--- src/sv/gcca_pkg.sv ---
// ----------------------------------------------------------------------------
// gcca_pkg
// shared types, constants and helper functions for the grid cell averager
// ----------------------------------------------------------------------------
package gcca_pkg;

    localparam int CELL_COUNT  = 9;
    localparam int CELL_IDX_W  = 4;
    localparam int COORD_W     = 11;
    localparam int CENTER_W    = 10;
    localparam int COLOR_W     = 8;
    localparam int SUM_W       = 22;

    // band edges relative to the grid center
    localparam int OUTER_EDGE  = 148;
    localparam int GAP_EDGE    = 52;
    localparam int INNER_EDGE  = 48;

    // divide by 96*96 = 9 * 1024: drop ten bits, then scale by 7282/65536
    localparam int AVG_SHIFT     = 10;
    localparam int AVG_TRUNC_W   = SUM_W - AVG_SHIFT;
    localparam int AVG_RECIP     = 7282;
    localparam int AVG_RECIP_SH  = 16;
    localparam int AVG_PROD_W    = 25;
    localparam int AVG_SAT_LIMIT = 255 * 9;

    localparam logic [SUM_W-1:0]      SUM_MAX       = '1;
    localparam logic [CENTER_W-1:0]   CENTER_X_INIT = CENTER_W'(320);
    localparam logic [CENTER_W-1:0]   CENTER_Y_INIT = CENTER_W'(240);
    localparam logic [CELL_IDX_W-1:0] LAST_CELL_IDX = CELL_IDX_W'(CELL_COUNT - 1);

    // register byte addresses, decoded on address bit 2
    localparam logic REG_CENTER_X = 1'b0;
    localparam logic REG_CENTER_Y = 1'b1;

    typedef enum logic [1:0] {
        BAND_LOW  = 2'd0,
        BAND_MID  = 2'd1,
        BAND_HIGH = 2'd2,
        BAND_NONE = 2'd3
    } band_t;

    typedef struct packed {
        logic [SUM_W-1:0] blue;
        logic [SUM_W-1:0] green;
        logic [SUM_W-1:0] red;
    } sum_triple_t;

    typedef struct packed {
        logic                  pending;
        logic                  last;
        logic [CELL_IDX_W-1:0] index;
    } emit_status_t;

    function automatic band_t band_of(input logic [COORD_W-1:0] pos,
                                      input logic [CENTER_W-1:0] centre);
        logic signed [COORD_W:0] d;
        band_t                   b;
        d = signed'({1'b0, pos}) - signed'({2'b00, centre});
        if (d > -OUTER_EDGE && d < -GAP_EDGE)
        begin
            b = BAND_LOW;
        end
        else if (d > -INNER_EDGE && d < INNER_EDGE)
        begin
            b = BAND_MID;
        end
        else if (d > GAP_EDGE && d < OUTER_EDGE)
        begin
            b = BAND_HIGH;
        end
        else
        begin
            b = BAND_NONE;
        end
        return b;
    endfunction

    function automatic logic [CELL_IDX_W-1:0] cell_of(input band_t row, input band_t col);
        logic [CELL_IDX_W-1:0] r;
        logic [CELL_IDX_W-1:0] c;
        r = {2'b00, row};
        c = {2'b00, col};
        return (r << 1) + r + c;
    endfunction

    function automatic logic [SUM_W-1:0] sat_add(input logic [SUM_W-1:0] sum,
                                                 input logic [COLOR_W-1:0] v);
        logic [SUM_W:0] s;
        s = {1'b0, sum} + (SUM_W+1)'(v);
        return s[SUM_W] ? SUM_MAX : s[SUM_W-1:0];
    endfunction

    function automatic logic [COLOR_W-1:0] avg_of(input logic [SUM_W-1:0] sum);
        logic [AVG_TRUNC_W-1:0] t;
        logic [AVG_PROD_W-1:0]  p;
        t = sum[SUM_W-1:AVG_SHIFT];
        p = AVG_PROD_W'(t) * AVG_PROD_W'(AVG_RECIP);
        return (int'(t) >= AVG_SAT_LIMIT) ? '1 : p[AVG_RECIP_SH +: COLOR_W];
    endfunction

endpackage

--- src/sv/gcca_accum.sv ---
// ----------------------------------------------------------------------------
// gcca_accum
// pixel input register, cell classification, per-cell sums and result bank
// ----------------------------------------------------------------------------
module gcca_accum (
    input  logic                                 clk,
    input  logic                                 rst_n,
    input  logic [gcca_pkg::CENTER_W-1:0]        center_x,
    input  logic [gcca_pkg::CENTER_W-1:0]        center_y,
    input  logic                                 pixel_valid,
    output logic                                 pixel_stall,
    input  logic [gcca_pkg::COORD_W-1:0]         pixel_x,
    input  logic [gcca_pkg::COORD_W-1:0]         pixel_y,
    input  logic [gcca_pkg::COLOR_W-1:0]         blue,
    input  logic [gcca_pkg::COLOR_W-1:0]         green,
    input  logic [gcca_pkg::COLOR_W-1:0]         red,
    input  logic                                 frame_end,
    input  logic                                 pop,
    output gcca_pkg::sum_triple_t                head,
    output gcca_pkg::emit_status_t               status
);

    logic                          s1_valid_reg;
    logic [gcca_pkg::COORD_W-1:0]  s1_x_reg;
    logic [gcca_pkg::COORD_W-1:0]  s1_y_reg;
    logic [gcca_pkg::COLOR_W-1:0]  s1_blue_reg;
    logic [gcca_pkg::COLOR_W-1:0]  s1_green_reg;
    logic [gcca_pkg::COLOR_W-1:0]  s1_red_reg;
    logic                          s1_fe_reg;

    gcca_pkg::sum_triple_t         sums_reg [gcca_pkg::CELL_COUNT];
    gcca_pkg::sum_triple_t         bank_reg [gcca_pkg::CELL_COUNT];
    logic [gcca_pkg::CELL_IDX_W-1:0] count_reg;
    logic [gcca_pkg::CELL_IDX_W-1:0] count_next;

    logic                          s1_blocked;
    logic                          s1_fire;
    gcca_pkg::band_t               col_band;
    gcca_pkg::band_t               row_band;
    logic                          hit;
    logic [gcca_pkg::CELL_IDX_W-1:0] cell_sel;
    gcca_pkg::sum_triple_t         cur;
    gcca_pkg::sum_triple_t         upd;

    // a frame end waits while the previous frame's results are still queued
    assign s1_blocked  = s1_valid_reg && s1_fe_reg && (count_reg != '0);
    assign s1_fire     = s1_valid_reg && !s1_blocked;
    assign pixel_stall = s1_blocked;

    always_ff @(posedge clk or negedge rst_n)
    begin
        if (!rst_n)
        begin
            s1_valid_reg <= 1'b0;
        end
        else if (!s1_blocked)
        begin
            s1_valid_reg <= pixel_valid;
        end
    end

    always_ff @(posedge clk)
    begin
        if (pixel_valid && !s1_blocked)
        begin
            s1_x_reg     <= pixel_x;
            s1_y_reg     <= pixel_y;
            s1_blue_reg  <= blue;
            s1_green_reg <= green;
            s1_red_reg   <= red;
            s1_fe_reg    <= frame_end;
        end
    end

    always_comb
    begin
        col_band  = gcca_pkg::band_of(s1_x_reg, center_x);
        row_band  = gcca_pkg::band_of(s1_y_reg, center_y);
        hit       = (col_band != gcca_pkg::BAND_NONE) && (row_band != gcca_pkg::BAND_NONE);
        cell_sel  = hit ? gcca_pkg::cell_of(row_band, col_band) : '0;
        cur       = sums_reg[cell_sel];
        upd.blue  = gcca_pkg::sat_add(cur.blue,  s1_blue_reg);
        upd.green = gcca_pkg::sat_add(cur.green, s1_green_reg);
        upd.red   = gcca_pkg::sat_add(cur.red,   s1_red_reg);
    end

    // sums: accumulate, cleared once the frame has been copied to the bank
    always_ff @(posedge clk or negedge rst_n)
    begin
        if (!rst_n)
        begin
            for (int i = 0; i < gcca_pkg::CELL_COUNT; i++)
            begin
                sums_reg[i] <= '0;
            end
        end
        else if (s1_fire)
        begin
            if (s1_fe_reg)
            begin
                for (int i = 0; i < gcca_pkg::CELL_COUNT; i++)
                begin
                    sums_reg[i] <= '0;
                end
            end
            else if (hit)
            begin
                sums_reg[cell_sel] <= upd;
            end
        end
    end

    // result bank: loaded at frame end, shifts toward entry 0 on each pop
    always_ff @(posedge clk)
    begin
        if (s1_fire && s1_fe_reg)
        begin
            for (int i = 0; i < gcca_pkg::CELL_COUNT; i++)
            begin
                bank_reg[i] <= (hit && cell_sel == gcca_pkg::CELL_IDX_W'(i)) ? upd : sums_reg[i];
            end
        end
        else if (pop)
        begin
            for (int i = 0; i < gcca_pkg::CELL_COUNT - 1; i++)
            begin
                bank_reg[i] <= bank_reg[i+1];
            end
        end
    end

    always_comb
    begin
        count_next = count_reg;
        if (s1_fire && s1_fe_reg)
        begin
            count_next = gcca_pkg::CELL_IDX_W'(gcca_pkg::CELL_COUNT);
        end
        else if (pop && count_reg != '0)
        begin
            count_next = count_reg - 1'b1;
        end
    end

    always_ff @(posedge clk or negedge rst_n)
    begin
        if (!rst_n)
        begin
            count_reg <= '0;
        end
        else
        begin
            count_reg <= count_next;
        end
    end

    assign head           = bank_reg[0];
    assign status.pending = (count_reg != '0);
    assign status.last    = (count_reg == gcca_pkg::CELL_IDX_W'(1));
    assign status.index   = gcca_pkg::CELL_IDX_W'(gcca_pkg::CELL_COUNT) - count_reg;

endmodule

--- src/sv/grid_cell_color_averager.sv ---
// ----------------------------------------------------------------------------
// grid_cell_color_averager
// Takes one BGR pixel per clock with its column and row and sorts it into one
// of nine cells of a 3x3 grid centred on (center_x, center_y); each axis has
// the open bands (c-148,c-52), (c-48,c+48), (c+52,c+148), and pixels outside
// every cell are dropped. Blue, green and red are summed per cell in 22-bit
// saturating sums. The pixel flagged frame_end is added, then the nine sums
// are copied to a result bank and cleared, and the bank drains one word per
// cycle unless result_stall holds it, cells 0 to 8, each the sum divided by
// 9216 (saturated at 255), with last_cell on cell 8. Rate: one pixel per cycle
// unless pixel_stall is high; results pass from the input register via the
// bank to the output. The single nine-entry result bank sets the limit:
// a frame_end pixel that arrives while the previous frame's nine words are
// still draining waits (pixel_stall high) until the last of them has left the
// bank, so frame ends must be at least ten cycles apart to run unstalled.
// Registers: center_x at byte 0, center_y at byte 4, 10 bits each.
// ----------------------------------------------------------------------------
module grid_cell_color_averager (
    input  logic                                 clk,
    input  logic                                 rst_n,
    // configuration port
    input  logic                                 psel,
    input  logic                                 penable,
    input  logic                                 pwrite,
    input  logic [2:0]                           paddr,
    input  logic [31:0]                          pwdata,
    output logic [31:0]                          prdata,
    output logic                                 pready,
    // pixel channel
    input  logic                                 pixel_valid,
    output logic                                 pixel_stall,
    input  logic [gcca_pkg::COORD_W-1:0]         pixel_x,
    input  logic [gcca_pkg::COORD_W-1:0]         pixel_y,
    input  logic [gcca_pkg::COLOR_W-1:0]         blue,
    input  logic [gcca_pkg::COLOR_W-1:0]         green,
    input  logic [gcca_pkg::COLOR_W-1:0]         red,
    input  logic                                 frame_end,
    // result channel
    output logic                                 result_valid,
    input  logic                                 result_stall,
    output logic [gcca_pkg::CELL_IDX_W-1:0]      cell_index,
    output logic [gcca_pkg::COLOR_W-1:0]         avg_blue,
    output logic [gcca_pkg::COLOR_W-1:0]         avg_green,
    output logic [gcca_pkg::COLOR_W-1:0]         avg_red,
    output logic                                 last_cell
);

    logic [gcca_pkg::CENTER_W-1:0]   center_x_reg;
    logic [gcca_pkg::CENTER_W-1:0]   center_y_reg;
    logic                            cfg_write;

    gcca_pkg::sum_triple_t           head;
    gcca_pkg::emit_status_t          status;
    logic                            out_free;
    logic                            pop;

    logic                            result_valid_reg;
    logic [gcca_pkg::CELL_IDX_W-1:0] cell_index_reg;
    logic [gcca_pkg::COLOR_W-1:0]    avg_blue_reg;
    logic [gcca_pkg::COLOR_W-1:0]    avg_green_reg;
    logic [gcca_pkg::COLOR_W-1:0]    avg_red_reg;
    logic                            last_cell_reg;

    // register file: address bit 2 picks the register, no wait states
    assign pready    = 1'b1;
    assign cfg_write = psel && penable && pwrite && pready;

    always_ff @(posedge clk or negedge rst_n)
    begin
        if (!rst_n)
        begin
            center_x_reg <= gcca_pkg::CENTER_X_INIT;
            center_y_reg <= gcca_pkg::CENTER_Y_INIT;
        end
        else if (cfg_write)
        begin
            case (paddr[2])
                gcca_pkg::REG_CENTER_X: center_x_reg <= pwdata[gcca_pkg::CENTER_W-1:0];
                gcca_pkg::REG_CENTER_Y: center_y_reg <= pwdata[gcca_pkg::CENTER_W-1:0];
                default:                center_x_reg <= center_x_reg;
            endcase
        end
    end

    always_comb
    begin
        case (paddr[2])
            gcca_pkg::REG_CENTER_X: prdata = 32'(center_x_reg);
            gcca_pkg::REG_CENTER_Y: prdata = 32'(center_y_reg);
            default:                prdata = '0;
        endcase
    end

    // classification, sums and the nine-entry result bank
    gcca_accum u_accum (
        .clk         (clk),
        .rst_n       (rst_n),
        .center_x    (center_x_reg),
        .center_y    (center_y_reg),
        .pixel_valid (pixel_valid),
        .pixel_stall (pixel_stall),
        .pixel_x     (pixel_x),
        .pixel_y     (pixel_y),
        .blue        (blue),
        .green       (green),
        .red         (red),
        .frame_end   (frame_end),
        .pop         (pop),
        .head        (head),
        .status      (status)
    );

    // output register: takes the bank head whenever it is empty or draining
    assign out_free = !result_valid_reg || !result_stall;
    assign pop      = status.pending && out_free;

    always_ff @(posedge clk or negedge rst_n)
    begin
        if (!rst_n)
        begin
            result_valid_reg <= 1'b0;
        end
        else if (out_free)
        begin
            result_valid_reg <= status.pending;
        end
    end

    // divide by 9216 on the way out of the bank
    always_ff @(posedge clk)
    begin
        if (pop)
        begin
            cell_index_reg <= status.index;
            avg_blue_reg   <= gcca_pkg::avg_of(head.blue);
            avg_green_reg  <= gcca_pkg::avg_of(head.green);
            avg_red_reg    <= gcca_pkg::avg_of(head.red);
            last_cell_reg  <= status.last;
        end
    end

    assign result_valid = result_valid_reg;
    assign cell_index   = cell_index_reg;
    assign avg_blue     = avg_blue_reg;
    assign avg_green    = avg_green_reg;
    assign avg_red      = avg_red_reg;
    assign last_cell    = last_cell_reg;

`ifndef SYNTH
    // the flagged word is always cell 8
    a_last_is_cell8: assert property (@(posedge clk) disable iff (!rst_n)
        result_valid && last_cell |-> cell_index == gcca_pkg::LAST_CELL_IDX)
        else $error("last_cell raised on a cell other than 8");

    // pixels stall only behind a frame still draining from the bank
    a_stall_needs_pending: assert property (@(posedge clk) disable iff (!rst_n)
        pixel_stall |-> status.pending)
        else $error("pixel input stalled with an empty result bank");

    // the bank empties only by handing out its last word
    a_bank_drains_fully: assert property (@(posedge clk) disable iff (!rst_n)
        $fell(status.pending) |-> $past(status.last) && $past(pop))
        else $error("result bank emptied before cell 8 was sent");

    // a popped last word shows up flagged in the output register
    a_last_pop_flagged: assert property (@(posedge clk) disable iff (!rst_n)
        pop && status.last |=> result_valid && last_cell)
        else $error("last bank word not flagged at the output");
`endif

endmodule
--- config.mk ---
export PLATFORM = sky130hd
export DESIGN_NAME = grid_cell_color_averager
export DESIGN_NICKNAME = d
export VERILOG_FILES = /design/src/sv/gcca_pkg.sv /design/src/sv/gcca_accum.sv /design/src/sv/grid_cell_color_averager.sv
export SDC_FILE = /design/constraint.sdc
export NUM_CORES = 2
export LEC_CHECK = 0
export BUFFER_PORTS_ARGS = -buffer_cell sky130_fd_sc_hd__buf_2
export CORE_MARGIN = 5
export CORE_UTILIZATION = 40
export DETAILED_ROUTE_END_ITERATION = 12
export PLACE_DENSITY = 0.53
export SYNTH_ARGS = -nofsm -noshare
export SYNTH_HDL_FRONTEND = slang
export SYNTH_SLANG_ARGS = --single-unit
--- constraint.sdc ---
create_clock -name clk -period 18.8 [get_ports clk]
set_input_delay 5.64 -clock clk [delete_from_list [all_inputs] [get_ports clk]]
set_output_delay 5.64 -clock clk [all_outputs]
set_load 0.03 [all_outputs]
==> flow_summary.yaml <==
detailed_routing:
  antenna_left: 0
  avgRoutedWirePerCell_um: 28.3
  first_iter_violations: 5187
  route.detailed.drc: 0
  dr.pass1.iters: 6
  via_per_inst: 6.19
  wl_um: 206000
  vias: 45100
global_routing:
  grt_start_max_net_pins: 149
  gr-usage-met2: 0.435
  grtUsageTotal: 0.276
  first_global_vias: 44100
  top_usage_layer: "met2"
  grt_overflow: 0
  antenna_found_initial: 10
  grtUsageMet1: 0.376
  use_met3: 0.0576
  grt_pass1_wl_um: 302000
floorplan:
  core_um2: 137000
  die_width_um: 382
  die_area_um2: 146000
  pin_count: 153
  num_rows: 136
  start_util: 0.402
  die-height_um: 382
critical_path:
  path_max_fanout: 25
  slowest_delay_ns: 0.89
  r2r-start: "center_x_reg[0]"
  cp.depth: 38
  rr_worst_depth: 38
  slowest_stage: "and4_1"
  r2r-end: "u_accum.bank_reg[0][17]"
  critPathCaptureType: "flip-flop"
  worstPathArrival_ns: 13.14
  rrSetupSlack_ns: 6.11
  crit_top_cell: "o21ai_0"
  crit_type: "flip-flop to flip-flop"
  worstPathRequired_ns: 19.26
  critPathLaunchType: "flip-flop"
  critical_path_buf_inv_count: 4
  cp_top_family: "simple AND/OR/NAND/NOR gates"
finish:
  syn2layout_area_growth_pct: 12.0
  fin_nets: 5834
  drive_gt1_frac: 0.118
  ff_latch_area_um2: 27500
  multi_input_area_um2: 25800
  largest_reg_flops: 594
  mostFrequentLayoutCell: "o21ai_0"
  nFillCells: 13000
  final_cell_mix: "o21ai_0 (704), nand2_1 (639), dfrtp_1 (614)"
min_path:
  holdPathEnd: "cell_index[1]"
  hold_path_class: "flip-flop to flip-flop"
  hold_start: "u_accum.count_reg[1]"
  whs_path_depth: 0
timing:
  rsz0062_at_grt: "false"
  fin_tns_setup_ns: 0
  finalSetupViolations: 0
  whs_ns: 0.447
  maxSlewHeadroom: 0.105
  fin_skew_ns: 0.0408
  timing.fmax_mhz: 78.8
  finalCritPeriodShare: 0.675
  finalMaxSlewViolations: 0
  worst_slew_pin_slew_ns: 1.34
  hold_viol: 0
  period_needed_ns: 12.69
clock_network:
  clk_pin_slew_ns: 0.06
  cts_tree: "done"
  ctsHoldBuffers: 0
  clock_latency_ns: 0.76
  clk_path_buf_depth: 3
  postCtsSetupBuffers: 0
  cts.sinks: 1020
  cts_htree_levels: 3
  cts-root-buf: "clkbuf_16"
  cts_buffers: 117
  cts_resized: 0
pwr:
  powerDensity_nw_per_um2: 183
  ir_drop_v: 0.000218
  p_leak_nw: 26.8
synthesis:
  synthCells: 5420
  yosys_register_bits: 1020
  synth-edff-count: 400
  syn_area_per_cell_um2: 10.2
  yosys_warnings: 0
  synthArstFlopShare: 0.608
  yosys_most_used_dff: "dfrtp_1"
  synthesis.area_um2: 55300
  ys_seq_area_frac: 0.498
  synth_cell_types: 101
run:
  maxCapViolCount: 0
place:
  portBuffers: 105
  dp_hpwl_um: 122000
  gp_congestion: 0.916
outcome:
  status: "complete, no violations"
cell families after synthesis:
family	after synthesis	synth area share
AO/OA/AOI/OAI	1861	0.206
other	2	0.000136
buffers and inverters	599	0.0435
AND/OR/NAND/NOR	1381	0.117
adder cells (fa/ha/maj)	361	0.0949
XOR/XNOR	74	0.0117
multiplexers	122	0.0289
flip-flops	1020	0.498
where the power goes:
group          switching [mW]  internal, mW  total, mW  leakage (nW)
clock                   0.993          1.40       2.39          1.98
combinational            3.84          2.19       6.03          12.3
sequential              0.137          2.75       2.89          12.6
how the worst max path moves through the flow:
stage | slack (ns) | to | start
floorplan | 5.18 | u_accum.count_reg[1] | result_stall
global placement | 6.57 | u_accum.bank_reg[0][17] | center_x_reg[0]
detailed placement | 6.53 | u_accum.bank_reg[0][17] | center_x_reg[3]
CTS | 6.34 | u_accum.bank_reg[0][17] | center_x_reg[3]
global route | 5.60 | u_accum.bank_reg[0][17] | center_x_reg[3]
finish | 6.11 | u_accum.bank_reg[0][17] | center_x_reg[0]
synthesized netlist by cell type, types with 118 or more instances:
| cell | number | area (µm²) |
|---|---|---|
| a21oi_1 | 339 | 1700 |
| a22o_1 | 151 | 1320 |
| nor2_1 | 211 | 792 |
| inv_1 | 168 | 631 |
| o21ai_0 | 704 | 3520 |
| o22ai_1 | 118 | 738 |
| nand2_1 | 656 | 2460 |
| ha_1 | 264 | 3300 |
| edfxtp_1 | 400 | 12000 |
| o21ai_1 | 131 | 656 |
| and3_1 | 211 | 1320 |
| dfrtp_1 | 614 | 15400 |
| clkbuf_1 | 354 | 1330 |
final cells by class:
class	count	share of cell area
flip-flops and latches	1020	0.445
multi-input cells	3822	0.416
clock buffers	180	0.0577
well taps	1794	0.0363
repair buffers	253	0.0274
inverters	170	0.0104
clock inverters	40	0.00697
diodes	4	0.000162
per-stage QoR:
stage / util / worst slack (ns) / area [µm²] / cells / total power [mW]
2_1_floorplan: - / 5.18 / 55400 / 5441 / 7.04
3_3_place_gp: 0.421 / 6.57 / 57900 / 7059 / 8.86
3_5_place_dp: 0.421 / 6.53 / 57900 / 7059 / 8.91
4_1_cts: 0.450 / 6.34 / 61900 / 7279 / 11.3
5_1_grt: 0.450 / 5.60 / 61900 / 7280 / 12.1
6_report: 0.450 / 6.11 / 61900 / 7283 / 11.3
routing by layer:
metal / vias up / wire, µm / part of all wire
met2: 2245 / 92900 / 0.45
met1: 22600 / 85600 / 0.42
met3: 510 / 18600 / 0.090
met5: - / 44 / 0.00021
met4: 6 / 9040 / 0.044
li1: 19700 / - / -
Note: power is estimated with default switching activity, not from simulation.
